[config.mk]
export PLATFORM = sky130hd
export DESIGN_NAME = coo_srt_cell
export DESIGN_NICKNAME = d
export VERILOG_FILES = /design/src/sv/coo_entry_sorter_column_major_core_macros.svh /design/src/sv/coo_srt_pkg.sv /design/src/sv/coo_srt_cell.sv
export SDC_FILE = /design/constraint.sdc
export NUM_CORES = 1
export LEC_CHECK = 0
export BUFFER_PORTS_ARGS = -buffer_cell sky130_fd_sc_hd__buf_2
export CAP_MARGIN = 20
export CORE_AREA = 10 10 143 145
export DETAILED_ROUTE_END_ITERATION = 10
export DIE_AREA = 0 0 153 155
export PLACE_DENSITY = 0.73
export SYNTH_ARGS = -nofsm -noshare
export SYNTH_HDL_FRONTEND = slang
export SYNTH_SLANG_ARGS = --single-unit
[constraint.sdc]
create_clock -name clk -period 5 [get_ports clk]
set_input_delay 0.75 -clock clk [delete_from_list [all_inputs] [get_ports clk]]
set_output_delay 0.75 -clock clk [all_outputs]
set_load 0.005 [all_outputs]
[src/sv/coo_entry_sorter_column_major_core_macros.svh]
// assertion macros shared by the sorter rtl
// no dependencies; included by files that carry concurrent checks
`ifndef COO_ENTRY_SORTER_COLUMN_MAJOR_CORE_MACROS_SVH
`define COO_ENTRY_SORTER_COLUMN_MAJOR_CORE_MACROS_SVH
`ifndef ASSERT_OFF
`define COO_ASSERT_SAME(lbl, clk, rst_n, ante, cons, msg) \
    lbl: assert property (@(posedge clk) disable iff (!rst_n) (ante) |-> (cons)) \
        else $error(msg);
`define COO_ASSERT_NEXT(lbl, clk, rst_n, ante, cons, msg) \
    lbl: assert property (@(posedge clk) disable iff (!rst_n) (ante) |=> (cons)) \
        else $error(msg);
`else
`define COO_ASSERT_SAME(lbl, clk, rst_n, ante, cons, msg)
`define COO_ASSERT_NEXT(lbl, clk, rst_n, ante, cons, msg)
`endif
`endif

[src/sv/coo_srt_pkg.sv]
// shared types and constants of the coo triplet sorter
// no dependencies
package coo_srt_pkg;

    localparam int ROW_W      = 31;
    localparam int COL_W      = 31;
    localparam int VAL_W      = 32;
    localparam int MAX_ENTRIES = 64;
    localparam int IN_DATA_W  = 96;
    localparam int OUT_DATA_W = 96;

    typedef struct packed {
        logic             valid;
        logic [COL_W-1:0] col;
        logic [ROW_W-1:0] row;
        logic [VAL_W-1:0] value;
    } entry_t;

    typedef struct packed {
        logic insert;
        logic drain_shift;
    } cell_ctrl_t;

endpackage

[src/sv/coo_srt_cell.sv]
// one cell of the sorting chain: holds one triplet, takes from its neighbors
// depends on coo_srt_pkg
module coo_srt_cell
(
    input  logic                clk,
    input  logic                rst_n,
    input  coo_srt_pkg::cell_ctrl_t ctrl,
    input  coo_srt_pkg::entry_t new_entry,
    input  coo_srt_pkg::entry_t left_entry,
    input  logic                left_gt,
    input  coo_srt_pkg::entry_t right_entry,
    output coo_srt_pkg::entry_t cur_entry,
    output logic                gt
);

    logic                            valid_reg;
    logic                            valid_next;
    logic [coo_srt_pkg::COL_W-1:0]   col_reg;
    logic [coo_srt_pkg::COL_W-1:0]   col_next;
    logic [coo_srt_pkg::ROW_W-1:0]   row_reg;
    logic [coo_srt_pkg::ROW_W-1:0]   row_next;
    logic [coo_srt_pkg::VAL_W-1:0]   value_reg;
    logic [coo_srt_pkg::VAL_W-1:0]   value_next;
    coo_srt_pkg::entry_t             pick;
    logic                            load;

    // stored key strictly above the new one (or empty): the new item goes in front
    assign gt = !valid_reg || ({col_reg, row_reg} > {new_entry.col, new_entry.row});

    assign cur_entry = '{valid: valid_reg, col: col_reg, row: row_reg, value: value_reg};

    always_comb
    begin
        pick = cur_entry;
        load = 1'b0;
        if (ctrl.drain_shift)
        begin
            pick = right_entry;
            load = 1'b1;
        end
        else if (ctrl.insert && gt)
        begin
            pick = left_gt ? left_entry : new_entry;
            load = 1'b1;
        end
        valid_next = load ? pick.valid : valid_reg;
        col_next   = pick.col;
        row_next   = pick.row;
        value_next = pick.value;
    end

    always_ff @(posedge clk or negedge rst_n)
    begin
        if (!rst_n)
        begin
            valid_reg <= 1'b0;
        end
        else
        begin
            valid_reg <= valid_next;
        end
    end

    always_ff @(posedge clk)
    begin
        if (load)
        begin
            col_reg   <= col_next;
            row_reg   <= row_next;
            value_reg <= value_next;
        end
    end

endmodule

# --- Word-level counts from Yosys, hierarchy flattened ---
# Index checks and enable logic that the tools add are counted.
word_totals:
  regBits: 95
  word_cells: 15
  output_inout_bits: 96
classes:
  muxes: 5
  reduce_logical: 5
  n_lt_le_gt_ge: 1
ops:
  columns: ["operator", "count"]
  rows:
  - ["$mux 95", 3]
  - ["$gt 62x62->1", 1]
  - ["$mux 1", 2]
  - ["$reduce_and 2->1", 1]
  - ["$reduce_bool 2->1", 1]
  - ["$logic_and 1x1->1", 1]
  - ["$logic_not 1->1", 1]
  - ["$logic_or 1x1->1", 1]

# --- Logic depth before layout (Yosys ltp) ---
logic_depth:
  word_depth: 6
  depth_mapped: 9
  mapped_depth_nobuf: 9

# --- Least setup slack after synthesis ---
# OpenSTA, ideal clock, no wires.
synth_timing:
  kind: "input to register"
  startpoint: "input port new_entry[85] (netlist bit)"
  endpoint: "register col_reg[0] (netlist bit), enable pin"
  required_ns: 4.549
  slack_ns: 0.365
  stages: 9
  arrival_ns: 4.184
  path_cell_list: "inv_1 > ha_1 > nand4_1 > nor4_2 > a221oi_1 > a211oi_1 > a2111oi_2 > o21ai_2 > a21o_1"
synth_between:
  elab_chain_cells: 6
  elab_cells_between_ends: 7
synth_rtl:
  columns: ["item", "line", "rtl"]
  rows:
  - ["start: declaration", "coo_srt_cell.sv:8", "input coo_srt_pkg::entry_t new_entry,"]
  - ["$gt 62x62->1 (*)", "coo_srt_cell.sv:28", "assign gt = !valid_reg || ({col_reg, row_reg} > {new_entry.col, new_entry.row});"]
  - ["$logic_or 1x1->1 (*)", "coo_srt_cell.sv:28", null]
  - ["named net gt", "coo_srt_cell.sv:13", "output logic gt"]
  - ["$logic_and 1x1->1 (*)", "coo_srt_cell.sv:41", "else if (ctrl.insert && gt)"]
  - ["$mux 1", "coo_srt_cell.sv:41", null]
  - ["$mux 1", "coo_srt_cell.sv:36", "if (ctrl.drain_shift)"]
  - ["$reduce_and 2->1 (no source line) (*)", null, null]
  - ["end signal: assignment", "coo_srt_cell.sv:68", "col_reg <= col_next;"]
  - ["end: declaration", "coo_srt_cell.sv:18", "logic [coo_srt_pkg::COL_W-1:0] col_reg;"]
# The timed path passes the listed nets; every way through them passes the cells marked *.
# A chain may end at the register's enable or synchronous reset.

# --- Worst setup path after layout ---
layout_timing:
  startpoint: "input port new_entry[83] (netlist bit)"
  endpoint: "output port gt"
layout_between:
  elab_chain_cells: 2
layout_rtl:
  columns: ["item", "line"]
  rows:
  - ["$gt 62x62->1", "coo_srt_cell.sv:28"]
  - ["$logic_or 1x1->1", "coo_srt_cell.sv:28"]
  - ["end: declaration", "coo_srt_cell.sv:13"]
# No other way between the ends.

==> metrics.yaml <==
floorplanning:
  dieArea_um2: 23700
  core_um2: 17700
  initial_core_util_pct: 36.0
  chipHeight_um: 155
  die_x_um: 153
  core.rowCount: 49
  num_io_pins: 386
power:
  p_per_area_nw_per_um2: 260
  peakVddDrop_mv: 0.141
  power_mw: 2.29
  p_leak_nw: 4.59
clock_network:
  cts_setup_buffers: 0
  clk_pin_slew_ns: 0.07
  ctsResizeCount: 0
  clock_sinks: 95
  root_buffer: "clkbuf_16"
  cts_hold_buf: 0
  clkLatencyLatePin_ns: 0.35
  clk_path_buf_depth: 2
  htreeDepth: 3
  cts_tree: "built"
  cts-buffers-inserted: 9
sta:
  fin_crit_sh_pct: 73.9
  slew_viol_final: 0
  tightestPinTransition_ns: 0.862
  rsz0062_at_grt: "false"
  finalSetupViolCount: 0
  max_freq_ghz: 0.271
  finalSetupTns_ns: 0
  hold_viol: 0
  clock_skew_ns: 0.00873
  max_slew_margin_pct: 42.5
  post-route-min-period_ns: 3.70
yosys:
  synth_compound_area_share_pct: 12.6
  synthTopCellsByArea: "edfxtp_1 44%, mux2i_1 15%, ha_1 12%, o21ai_0 7.9%, nand2_1 6.7%"
  yosysSeqAreaShare_pct: 44.8
  synth.most_common_cell: "nand2_1"
  synthXorXnorAreaFrac_pct: 0
  synth_edf_count: 94
  synth_top_family_by_area: "multiplexers"
  synth_cells: 641
  synthAdderAreaFrac_pct: 12.2
  syn_area_um2: 6360
  yosys.area_share.simple_pct: 9.54
  yosys-top-cells-count: "113 x nand2_1, 100 x o21ai_0, 94 x edfxtp_1, 94 x mux2i_1, 65 x inv_1"
  syn_avg_cell_area_um2: 9.93
  ys_warn_count: 0
  synth_ff_type: "edfxtp_1"
  synth_nets: 993
  synth_cell_type_count: 37
  synth-seq-cells: 95
  yosys.area.top_type: "edfxtp_1"
  netlist.area_leader.share_pct: 44.4
  async_flop_share_pct: 1.05
  synth_mux_area_share_pct: 15.0
routing:
  drt_iter0_drc: 218
  drc: 0
  vias_per_cell: 4.86
  dr.pass1.iters: 5
  ant_nets: 0
  num_vias: 6044
  wl_per_cell_um: 19.0
  wl_um: 23600
min_path:
  hp-class: "in2async"
setup_path:
  start_kind: "input port"
  timing.rr.end: "value_reg[25]"
  rr_startpoint: "col_reg[22]"
  worstPathArrival_ns: 2.95
  cp-end-kind: "primary output"
  r2r_setup_slack_ns: 1.59
  critical_path_class: "in2out"
  reg2reg_depth: 9
  path_max_fanout: 3
  worstPathRequired_ns: 4.25
place:
  io_buffer_count: 385
  globalplace.congestion: 0.890
  hpwl_um: 20000
  placedInstanceArea_um2: 8520
final_layout:
  largest_register_ffs: 32
  drive_gt1_share_pct: 40.4
  final_nets: 1360
  design_area_um2: 8810
  syn_to_final_growth_pct: 38.4
run:
  cap_violations: 0
global_route:
  grt_antenna_before_repair: 1
  grt_pass1_vias: 6554
  grt.overflow.total: 0
  grt_pass1_wl_um: 35800
  grt_usage_pct: 19.0
  grt_max_degree: 138
run_status:
  status: "complete, no violations"
cell usage in the layout (no fill, tap or decap), types with 2 or more instances in the layout:
cell	Yosys	final
buf_2	6	383
mux2i_1	94	94
nand3_1	4	4
o31ai_1	2	2
a21o_1	5	4
a211oi_1	4	4
clkbuf_16	0	9
ha_1	62	62
nand4_1	9	9
inv_1	65	65
nand2_1	113	113
a221oi_1	2	2
nor3_1	4	4
buf_4	1	3
nor2_1	8	8
buf_12	0	3
inv_6	0	2
a21oi_1	23	23
edfxtp_1	94	94
o21ai_0	100	100
clkinvlp_4	0	2
power breakdown:
part           switching (mW)  internal (mW)
combinational           0.312          0.275
clock                   0.314          0.356
sequential             0.0445          0.992
total                   0.671           1.62
metrics by stage:
step | setup slack [ns] | hold slack [ns] | instances | util, %
floorplan | 0.365 | 0.454 | 641 | -
global placement | 1.16 | 0.526 | 1226 | 48.3
detailed placement | 1.12 | 0.525 | 1226 | 48.3
CTS | 1.24 | 0.144 | 1242 | 49.9
global route | 1.10 | 0.143 | 1243 | 49.9
finish | 1.30 | 0.164 | 1243 | 49.9
logic make-up (layout without fill, tap and decap cells):
family	Yosys count	count (layout)
mux	95	95
buf+inv	98	470
other cells	0	1
compound gates	146	146
simple gates	145	145
fa+ha+maj	62	62
flops	95	95
per-layer routing:
metal | part of all wire (%) | GRT usage [%] | vias up
met2 | 52 | 34.3 | 264
met1 | 38 | 20.2 | 2719
li1 | - | - | 3037
met4 | 1.8 | 6.04 | 0
met3 | 8.4 | 6.67 | 24
met5 | 0 | 0 | -
cell type report:
type / instances / area, µm²
flip-flops and latches: 95 / 2850
diodes: 1 / 2.50
multi-input cells: 448 / 3140
clock inverters: 5 / 41.3
fillers: 1686 / 8850
clock buffers: 11 / 243
repair buffers: 389 / 2000
well taps: 229 / 287
inverters: 65 / 244
critical path: stages:
cell and delay (ns):
buf_2 0.09, inv_1 0.04, ha_1 0.29, nand4_1 0.16, nor4_2 0.47, a221oi_1 0.18
a211oi_1 0.50, a2111oi_2 0.11, o21ai_2 0.19, buf_2 0.16
worst max path at each step:
stage               cells after the start  slack [ns]       endpoint     startpoint
floorplan                               9        0.36     col_reg[0]  new_entry[85]
global placement                       11        1.16   value_reg[3]  new_entry[85]
detailed placement                     11        1.12  value_reg[10]  new_entry[85]
CTS                                    10        1.24             gt  new_entry[85]
global route                           10        1.10             gt  new_entry[85]
finish                                 10        1.30             gt  new_entry[83]
Power figures use the tool's default switching activity.
